==> src/rtl/core/direct_mapped_cache_hit_tracker_core_macros.svh <==
// Assertion helpers for the cache hit tracker.
`ifndef DIRECT_MAPPED_CACHE_HIT_TRACKER_CORE_MACROS_SVH
`define DIRECT_MAPPED_CACHE_HIT_TRACKER_CORE_MACROS_SVH

`ifndef SYNTHESIS

`define DMCT_ASSERT_PROP(label, clk, rst_n, prop, msg) \
    label: assert property (@(posedge clk) disable iff (!rst_n) prop) else $error(msg);

`define DMCT_ASSERT_NEVER(label, clk, rst_n, cond, msg) \
    label: assert property (@(posedge clk) disable iff (!rst_n) !(cond)) else $error(msg);

`else

`define DMCT_ASSERT_PROP(label, clk, rst_n, prop, msg)

`define DMCT_ASSERT_NEVER(label, clk, rst_n, cond, msg)

`endif

`endif

==> src/rtl/core/dmct_pkg.sv <==
`default_nettype none

package dmct_pkg;

    localparam int ADDR_W          = 32;
    localparam int EXT_W           = 64;
    localparam int COUNT_W         = 32;
    localparam int INDEX_BITS_DEF  = 11;
    localparam int OFFSET_BITS_DEF = 6;
    localparam int ADDR_BITS_DEF   = 32;
    localparam int QUEUE_DEPTH     = 2;

    typedef struct packed {
        logic valid;
        logic hit;
    } dmct_item_t;

    function automatic logic [COUNT_W-1:0] sat_inc(input logic [COUNT_W-1:0] v);
        logic [COUNT_W-1:0] r;
        r = (v == {COUNT_W{1'b1}}) ? v : v + COUNT_W'(1);
        return r;
    endfunction

endpackage

`default_nettype wire

==> src/rtl/core/dmct_queue.sv <==
`default_nettype none

`include "direct_mapped_cache_hit_tracker_core_macros.svh"

module dmct_queue (
    input  wire logic                 clk,
    input  wire logic                 rst_n,
    input  wire dmct_pkg::dmct_item_t push,
    output logic                      full,
    output dmct_pkg::dmct_item_t      head,
    input  wire logic                 pop
);

    localparam int DEPTH = dmct_pkg::QUEUE_DEPTH;
    localparam int PTR_W = (DEPTH > 1) ? $clog2(DEPTH) : 1;
    localparam int CNT_W = $clog2(DEPTH + 1);
    localparam logic [PTR_W-1:0] LAST_PTR = PTR_W'(DEPTH - 1);

    logic             data_reg [DEPTH];
    logic [PTR_W-1:0] wr_ptr_reg;
    logic [PTR_W-1:0] rd_ptr_reg;
    logic [CNT_W-1:0] count_reg;
    logic [CNT_W-1:0] count_next;
    logic             do_pop;

    assign full       = (count_reg == CNT_W'(DEPTH));
    assign head.valid = (count_reg != '0);
    assign head.hit   = data_reg[rd_ptr_reg];
    assign do_pop     = pop && head.valid;

    always_comb
    begin
        unique case ({push.valid, do_pop})
            2'b10:   count_next = count_reg + CNT_W'(1);
            2'b01:   count_next = count_reg - CNT_W'(1);
            default: count_next = count_reg;
        endcase
    end

    always_ff @(posedge clk)
    begin
        if (push.valid)
        begin
            data_reg[wr_ptr_reg] <= push.hit;
        end
    end

    always_ff @(posedge clk or negedge rst_n)
    begin
        if (!rst_n)
        begin
            wr_ptr_reg <= '0;
            rd_ptr_reg <= '0;
            count_reg  <= '0;
        end
        else
        begin
            if (push.valid)
            begin
                wr_ptr_reg <= (wr_ptr_reg == LAST_PTR) ? '0 : wr_ptr_reg + PTR_W'(1);
            end
            if (do_pop)
            begin
                rd_ptr_reg <= (rd_ptr_reg == LAST_PTR) ? '0 : rd_ptr_reg + PTR_W'(1);
            end
            count_reg <= count_next;
        end
    end

    `DMCT_ASSERT_NEVER(a_no_push_when_full, clk, rst_n, push.valid && full,
        "push into full queue")
    `DMCT_ASSERT_NEVER(a_count_in_range, clk, rst_n, count_reg > CNT_W'(DEPTH),
        "queue count out of range")

endmodule

`default_nettype wire

==> config.mk <==
export PLATFORM = sky130hd
export DESIGN_NAME = dmct_queue
export DESIGN_NICKNAME = d
export VERILOG_FILES = /design/src/rtl/core/dmct_pkg.sv /design/src/rtl/core/dmct_queue.sv
export VERILOG_INCLUDE_DIRS = /design/src /design/src/rtl/core
export SDC_FILE = /design/constraint.sdc
export NUM_CORES = 1
export LEC_CHECK = 0
export BUFFER_PORTS_ARGS = -buffer_cell sky130_fd_sc_hd__clkbuf_2
export CORE_AREA = 2 2 39 41
export CTS_BUF_LIST = sky130_fd_sc_hd__clkbuf_4
export CTS_CLUSTER_DIAMETER = 30
export DETAILED_ROUTE_END_ITERATION = 6
export DIE_AREA = 0 0 41 43
export GPL_TIMING_DRIVEN = 0
export PLACE_DENSITY = 0.43
export SLEW_MARGIN = 40
export SYNTH_ARGS = -nofsm -noshare
export SYNTH_HDL_FRONTEND = slang
export SYNTH_SLANG_ARGS = --single-unit
==> constraint.sdc <==
create_clock -name clk -period 2.6 [get_ports clk]
set_input_delay 0.39 -clock clk [delete_from_list [all_inputs] [get_ports clk]]
set_output_delay 0.39 -clock clk [all_outputs]
set_load 0.05 [all_outputs]
==> impl_metrics.ini <==
[floorplanning]
start_util_pct = 19.62
die_area_um2 = 1763
core-area_um2 = 1384
fp.dieW_um = 41
rows = 14
fp.dieH_um = 43
io_pins = 8

[min_path]
hold_path_class = in2reg
hold_depth = 1

[clock_tree]
clk_pin_slew_ns = 0.05
cts_resized = 0
cts_tree = yes
cts_root_buf = clkbuf_4
cts_buffers = 3
cts.sinks = 6
clock_path_buffers = 2
h-tree-depth = 1
worstSkewPairLatency_ns = 0.24

[placed_design]
placedCellCount = 43
globalplace.congestion = 0.6877
io_buffers = 7

[routing]
vias = 166
firstDrtPassIters = 4
drt_iter0_markers = 4
drt-vias-per-instance = 3.458
detail_route.wirelength_um = 375
ant_nets = 0
drc = 0
wire_per_inst_um = 7.813

[timing]
setup_viol = 0
fin_crit_sh_pct = 60.49
holdWs_ns = 0.3337
drv_slew = 0
fin_crit_ns = 1.573
final_hold_viol_count = 0
rsz0062_at_grt = false
fmax_ghz = 0.6358
setup-tns-final_ns = 0
slew_headroom_pct = 81.76
fin_skew_ns = 0.01061
tightestPinTransition_ns = 0.2748

[power_and_ir_drop]
power_frac_seq_pct = 35.3
static-leakage-power_nw = 0.1716
p_comb_share_pct = 43.9
power.total_mw = 0.4833
p_int_mw = 0.2928
pwr-share-clk_pct = 20.9
vdd_ir_drop_max_uv = 273.0
p_sw_share_pct = 39.42
switching_power_mw = 0.1905
power.density_nw_per_um2 = 1318

[layout]
final_cells = 48
drive_above_1_share_pct = 46.88
diodes = 0
area_growth_pct = 35.02
fin_nets = 39

[synthesis]
synth_area_um2 = 271.5
synth_seq_area_share_pct = 58.99
synth_compound_area_share_pct = 0
synth.ff_latch_count = 6
netlist-cell-type-count = 12
synth-simple-area-share_pct = 14.75
synth-adder-area-share_pct = 4.608
synth_nets = 26
yosysWarnings = 0
synth_xor_area_share_pct = 16.13
synth.area.mux_share_pct = 4.147
synth_top_family_by_area = XOR/XNOR gates
syn-mean-instance-area_um2 = 13.58
synthCells = 20

[grt]
antenna_found_initial = 0
grt_max_degree = 5
track_usage_pct = 6.061
grt-ovfl-total = 0
grt_pass1_wl_um = 621
grt_pass1_vias = 159

[flow_run]
cap_violations = 0

[worst_setup_path]
cp_max_fo = 2
rr_worst_depth = 5
critPathArrivalTime_ns = 1.18
crit_type = reg2out
worst_setup_path_start_kind = flip-flop
endpoint_kind = output pin
crit_required_ns = 2.21

[run_status]
status = finished, final reports clean
cells in the final DEF (no fill, tap or decap), types with 2 or more instances in the layout:
cell type / n
clkbuf_4: 4
xnor2_1: 2
edfxtp_1: 2
xor2_1: 3
nor2_1: 2
clkbuf_2: 7
dfrtp_1: 4
critical path, cell delays in order, from the launching register on:
cell,delay [ns]
dfrtp_1,0.37
mux2_2,0.34
clkbuf_2,0.23
final cells by class:
cell class | count | area (um^2)
timing repair buffer | 8 | 45.04
multi-input combinational | 13 | 107.6
fill | 154 | 1017
tap | 16 | 20.02
clock buffer | 4 | 30.03
inverter | 1 | 3.754
sequential | 6 | 160.2
final timing paths:
check                        startpoint            to  slack, ns
setup reg to reg           count_reg[0]  count_reg[1]       1.09
min in group asynchronous         rst_n    rd_ptr_reg       0.48
setup / recovery             rd_ptr_reg       head[0]       1.03
hold / removal                  push[0]   data_reg[0]       0.33
hold reg to reg              rd_ptr_reg    rd_ptr_reg       0.48
max in group asynchronous         rst_n    wr_ptr_reg       1.98
synthesized netlist by cell type (all sizes together):
| cell | instances | area [um^2] |
|---|---|---|
| mux2 | 1 | 11.26 |
| edfxtp | 2 | 60.06 |
| xnor2 | 2 | 17.52 |
| nor2 | 2 | 7.510 |
| xor2 | 3 | 26.28 |
| and2b | 1 | 8.760 |
| and2 | 2 | 15.02 |
| ha | 1 | 12.51 |
| inv | 1 | 3.750 |
| or2 | 1 | 8.760 |
| dfrtp | 4 | 100.1 |
through the flow:
stage | setup slack (ns) | util [%] | cell area [um^2]
final | 1.027 | 26.49 | 366.6
after global routing | 0.9769 | 26.49 | 366.6
after CTS | 1.011 | 26.49 | 366.6
after detailed placement | 1.091 | 23.60 | 326.6
after global placement | 1.121 | 23.60 | 326.6
after floorplan | 1.057 | - | 271.5
layer usage:
metal | global-route usage (%) | share of wire [%] | wire (um)
met1 | 5.902 | 42 | 159
met3 | 6.283 | 5.9 | 22
met4 | 4.000 | 0 | 0
met5 | 0 | 0 | 0
met2 | 7.500 | 51 | 193
power by group through the flow:
stage,registers [mW],clock network (mW),logic [mW]
global route,0.176,0.114,0.230
finish,0.170,0.101,0.212
floorplan,0.166,0,0.180
detailed placement,0.172,0,0.213
CTS,0.171,0.107,0.216
global placement,0.171,0,0.211
what timing repair did:
action                                 CTS  global route
endpoints found under the hold margin    4             0
hold buffers                             1             0
setup buffers                            0             0
cell families after synthesis:
family	Yosys count
XOR/XNOR	5
adder cells (fa/ha/maj)	1
buffers and inverters	1
flip-flops	6
multiplexers	1
AND/OR/NAND/NOR	6
Note: power is estimated with default switching activity, not from simulation.
