--- config.mk ---
export PLATFORM = sky130hd
export DESIGN_NAME = dmct_back_flat
export DESIGN_NICKNAME = d
export VERILOG_FILES = /design/src/rtl/core/direct_mapped_cache_hit_tracker_core_macros.svh /design/src/rtl/core/dmct_pkg.sv /design/src/rtl/core/dmct_result_if.sv /design/src/rtl/core/dmct_back.sv /design/src/flat_wrapper.sv
export SDC_FILE = /design/constraint.sdc
export NUM_CORES = 1
export LEC_CHECK = 0
export BUFFER_PORTS_ARGS = -buffer_cell sky130_fd_sc_hd__buf_2
export CORE_MARGIN = 5
export CORE_UTILIZATION = 55
export CTS_CLUSTER_SIZE = 25
export DETAILED_ROUTE_END_ITERATION = 10
export PLACE_DENSITY = 0.85
export SYNTH_ARGS = -nofsm -noshare
export SYNTH_HDL_FRONTEND = slang
export SYNTH_SLANG_ARGS = --single-unit
--- constraint.sdc ---
create_clock -name clk -period 3.3 [get_ports clk]
set_input_delay 0.495 -clock clk [delete_from_list [all_inputs] [get_ports clk]]
set_output_delay 0.495 -clock clk [all_outputs]
set_load 0.02 [all_outputs]
--- src/rtl/core/direct_mapped_cache_hit_tracker_core_macros.svh ---
// Assertion helpers for the cache hit tracker.
`ifndef DIRECT_MAPPED_CACHE_HIT_TRACKER_CORE_MACROS_SVH
`define DIRECT_MAPPED_CACHE_HIT_TRACKER_CORE_MACROS_SVH

`ifndef SYNTHESIS

`define DMCT_ASSERT_PROP(label, clk, rst_n, prop, msg) \
    label: assert property (@(posedge clk) disable iff (!rst_n) prop) else $error(msg);

`define DMCT_ASSERT_NEVER(label, clk, rst_n, cond, msg) \
    label: assert property (@(posedge clk) disable iff (!rst_n) !(cond)) else $error(msg);

`else

`define DMCT_ASSERT_PROP(label, clk, rst_n, prop, msg)

`define DMCT_ASSERT_NEVER(label, clk, rst_n, cond, msg)

`endif

`endif

--- src/rtl/core/dmct_pkg.sv ---
`default_nettype none

package dmct_pkg;

    localparam int ADDR_W          = 32;
    localparam int EXT_W           = 64;
    localparam int COUNT_W         = 32;
    localparam int INDEX_BITS_DEF  = 11;
    localparam int OFFSET_BITS_DEF = 6;
    localparam int ADDR_BITS_DEF   = 32;
    localparam int QUEUE_DEPTH     = 2;

    typedef struct packed {
        logic valid;
        logic hit;
    } dmct_item_t;

    function automatic logic [COUNT_W-1:0] sat_inc(input logic [COUNT_W-1:0] v);
        logic [COUNT_W-1:0] r;
        r = (v == {COUNT_W{1'b1}}) ? v : v + COUNT_W'(1);
        return r;
    endfunction

endpackage

`default_nettype wire

--- src/rtl/core/dmct_result_if.sv ---
`default_nettype none

interface dmct_result_if;
    logic                         valid;
    logic                         ready;
    logic                         hit;
    logic [dmct_pkg::COUNT_W-1:0] access_count;
    logic [dmct_pkg::COUNT_W-1:0] miss_count;

    modport source (output valid, output hit, output access_count, output miss_count,
                    input ready);
    modport sink   (input valid, input hit, input access_count, input miss_count,
                    output ready);
endinterface

`default_nettype wire

--- src/rtl/core/dmct_back.sv ---
`default_nettype none

module dmct_back (
    input  wire logic                 clk,
    input  wire logic                 rst_n,
    input  wire dmct_pkg::dmct_item_t head,
    output logic                      pop,
    dmct_result_if.source             result
);

    logic                         out_valid_reg;
    logic                         hit_reg;
    logic [dmct_pkg::COUNT_W-1:0] acc_reg;
    logic [dmct_pkg::COUNT_W-1:0] miss_reg;
    logic [dmct_pkg::COUNT_W-1:0] acc_next;
    logic [dmct_pkg::COUNT_W-1:0] miss_next;

    assign pop = head.valid && (!out_valid_reg || result.ready);

    assign acc_next  = dmct_pkg::sat_inc(acc_reg);
    assign miss_next = head.hit ? miss_reg : dmct_pkg::sat_inc(miss_reg);

    assign result.valid        = out_valid_reg;
    assign result.hit          = hit_reg;
    assign result.access_count = acc_reg;
    assign result.miss_count   = miss_reg;

    always_ff @(posedge clk)
    begin
        if (pop)
        begin
            hit_reg <= head.hit;
        end
    end

    always_ff @(posedge clk or negedge rst_n)
    begin
        if (!rst_n)
        begin
            out_valid_reg <= 1'b0;
            acc_reg       <= '0;
            miss_reg      <= '0;
        end
        else
        begin
            if (pop)
            begin
                out_valid_reg <= 1'b1;
                acc_reg       <= acc_next;
                miss_reg      <= miss_next;
            end
            else if (result.ready)
            begin
                out_valid_reg <= 1'b0;
            end
        end
    end

endmodule

`default_nettype wire

--- src/flat_wrapper.sv ---
// flat-port wrapper written by rule: the top's interface ports become plain ports
module dmct_back_flat 
  (clk, rst_n, head, pop, result_valid, result_hit, result_access_count, result_miss_count, result_ready);
  dmct_result_if result_i ();
  input  wire logic clk;
  input  wire logic rst_n;
  input  wire dmct_pkg::dmct_item_t head;
  output logic pop;
  output wire logic [$bits(result_i.valid)-1:0] result_valid;
  output wire logic [$bits(result_i.hit)-1:0] result_hit;
  output wire logic [$bits(result_i.access_count)-1:0] result_access_count;
  output wire logic [$bits(result_i.miss_count)-1:0] result_miss_count;
  input wire logic [$bits(result_i.ready)-1:0] result_ready;
  assign result_valid = result_i.valid;
  assign result_hit = result_i.hit;
  assign result_access_count = result_i.access_count;
  assign result_miss_count = result_i.miss_count;
  assign result_i.ready = result_ready;
  dmct_back u_core (.clk(clk), .rst_n(rst_n), .head(head), .pop(pop), .result(result_i));
endmodule
==> impl_metrics.yaml <==
route:
  detail_route.wl_per_cell_um: 15.9
  routed_via_density: 5.63
  first_pass_iters: 4
  ant_nets: 0
  routed_wl_mm: 7.00
  first_iter_violations: 85
  vias: 2473
  drc: 0
finish:
  layout_commonest_cell: "buf_2"
  antenna_cells: 0
  nNetsFinal: 369
  area_growth_pct: 19.3
  drive_gt1_share_pct: 29.2
  post-route-util_pct: 68.5
  final_cells: 439
  mostFrequentLayoutCells: "71 x buf_2, 65 x dfrtp_1, 53 x xnor2_1, 29 x nand4_1, 22 x nand2_1"
  fin_area_um2: 3820
critical_path:
  critPathSlowestCell: "or3_4"
  worstPathRequired_ps: 3530
  critPathMaxFanout: 19
  critPathArrivalTime_ps: 2550
  crit_family: "simple AND/OR/NAND/NOR gates"
  crit_path_end_kind: "register"
  path_buf_inv: 1
  critPathLaunchType: "register"
  path_class: "register to register"
  max_stage_delay_ps: 440
  crit_chain: "ha_1 -> nand4_1 -> or3_4 -> o41a_1 -> buf_4 -> nand2_1 -> mux2_1"
sta:
  hold_viol_final: 0
  final_max_slew_viol_count: 0
  rsz0062_at_grt: "false"
  finalSetupTns_ps: 0
  timing.final.ws_setup_ps: 974
  clock.fmax_mhz: 430
  setup_violations: 0
  clock_skew_ps: 8.21
  min_period_ps: 2330
  hold_slack_ps: 330
  fin_crit_sh_pct: 70.5
  max_slew.worst_pin.slew_ps: 805
  maxSlewHeadroom_pct: 46.3
clock_network:
  clk_latency_ps: 340
  cts_buffer_depth: 2
  cts_resized: 0
  cts_made_buffers: 9
  cts_tree: "yes"
  cts-hold-fix-buffers: 0
  cts_max_level: 3
  cts_sinks: 66
  clockRootBuffer: "clkbuf_8"
  clk_pin_slew_ps: 70
  post_cts_buffers: 0
power_and_ir_drop:
  p_seq_share_pct: 50.2
  internal_power_mw: 1.33
  p_switching_uw: 587
  power_mw: 1.91
  ir_drop_mv: 0.359
  swShare_pct: 30.6
  p_comb_share_pct: 16.7
  p_per_area_nw_per_um2: 501
  pwr-share-clk_pct: 33.1
  leakage_nw: 1.85
job:
  maxCapViolations: 0
place:
  dpl_cell_area_um2: 3630
  hpwl_mm: 5.06
  gp_congestion: 0.892
  dpl_worst_slack_ps: 998
  portBuffers: 71
  dp_cells: 423
yosys:
  yosysSeqAreaShare_pct: 51.7
  synth_warnings: 0
  synth_largest_area_cell: "dfrtp_1"
  ys_async_sr_fraction_pct: 98.5
  synth_flop_cell: "dfrtp_1"
  synth_edf_count: 1
  syn-cell-area_um2: 3200
  netlist.area_leader.share_pct: 50.8
  synth_nets: 290
  synth_cell_types: 39
  ys_ff_latch: 66
  avgSynthCellArea_um2: 11.3
  netlist_instances: 283
  ys_top_cells_by_area: "dfrtp_1 51%, xnor2_1 14%, nand4_1 5.7%, nand3_1 3.1%, nand2_1 2.6%"
floorplan:
  die_w_um: 86.3
  core-area_um2: 5570
  start_util_pct: 57.4
  io_pins: 72
  dieArea_um2: 7450
  die_h_um: 86.3
  rows: 27
global_routing:
  antenna_found_initial: 0
  overflow: 0
  grt_pass1_vias: 2416
  grt_pass1_wl_mm: 11.4
  grt_start_max_net_pins: 66
  grtUsageTotal_pct: 19.5
run_status:
  outcome: "finished clean"
hold_path:
  hold_class: "input pin to async pin"
[path summary, 6_finish.rpt]
check	startpoint	endpoint	slack (ps)	cells after the start
setup / recovery	u_core.result.miss_count[0]$_DFFE_PN0P_	u_core.result.miss_count[1]$_DFFE_PN0P_	970	7
hold / removal	rst_n	u_core.result.miss_count[16]$_DFFE_PN0P_	330	2
setup reg to reg	u_core.result.miss_count[0]$_DFFE_PN0P_	u_core.result.miss_count[1]$_DFFE_PN0P_	970	7
hold reg to reg	u_core.result.miss_count[10]$_DFFE_PN0P_	u_core.result.miss_count[10]$_DFFE_PN0P_	490	1
max in group asynchronous	rst_n	u_core.result.access_count[13]$_DFFE_PN0P_	2440	2
min in group clk	head[0]	u_core.result.hit$_DFFE_PP_	340	1
[per-layer routing]
metal / GRT usage (%) / wire (um)
met1: 24.0 / 3030
met2: 32.9 / 3450
met3: 4.28 / 403
met4: 8.50 / 113
met5: 0 / 0
[power by group through the flow]
| stage | Clock, mW | Combinational [mW] | Sequential [mW] |
|---|---|---|---|
| after floorplan | 0 | 0.114 | 1.05 |
| after global placement | 0 | 0.314 | 0.971 |
| after detailed placement | 0 | 0.323 | 0.976 |
| after CTS | 0.646 | 0.325 | 0.960 |
| after global routing | 0.685 | 0.347 | 0.975 |
| final | 0.634 | 0.319 | 0.962 |
[cell type report]
class	instances	area [um2]
fill	451	1750
sequential	66	1660
multi-input combinational	207	1490
timing repair buffer	74	378
clock buffer	12	165
tap	72	90.1
clock inverter	4	25.0
inverter	4	15.0
[kinds of logic after synthesis]
| logic type | Yosys count | share of synthesized area, % |
|---|---|---|
| AND/OR/NAND/NOR | 132 | 25.4 |
| flip-flops | 66 | 51.7 |
| XOR/XNOR | 60 | 16.4 |
| AO/OA/AOI/OAI | 11 | 3.28 |
| buffers and inverters | 10 | 1.72 |
| multiplexers | 2 | 0.703 |
| adder cells (fa/ha/maj) | 2 | 0.781 |
[synth_stat cells, drive strengths merged (5+ instances only)]
cell,count
dfrtp,65
nand4,31
nor2,8
nand3,25
xnor2,53
and3,13
nand2,22
and2,8
nor3,5
and4,9
xor2,7
No activity file was read; power rests on OpenSTA's default activity.
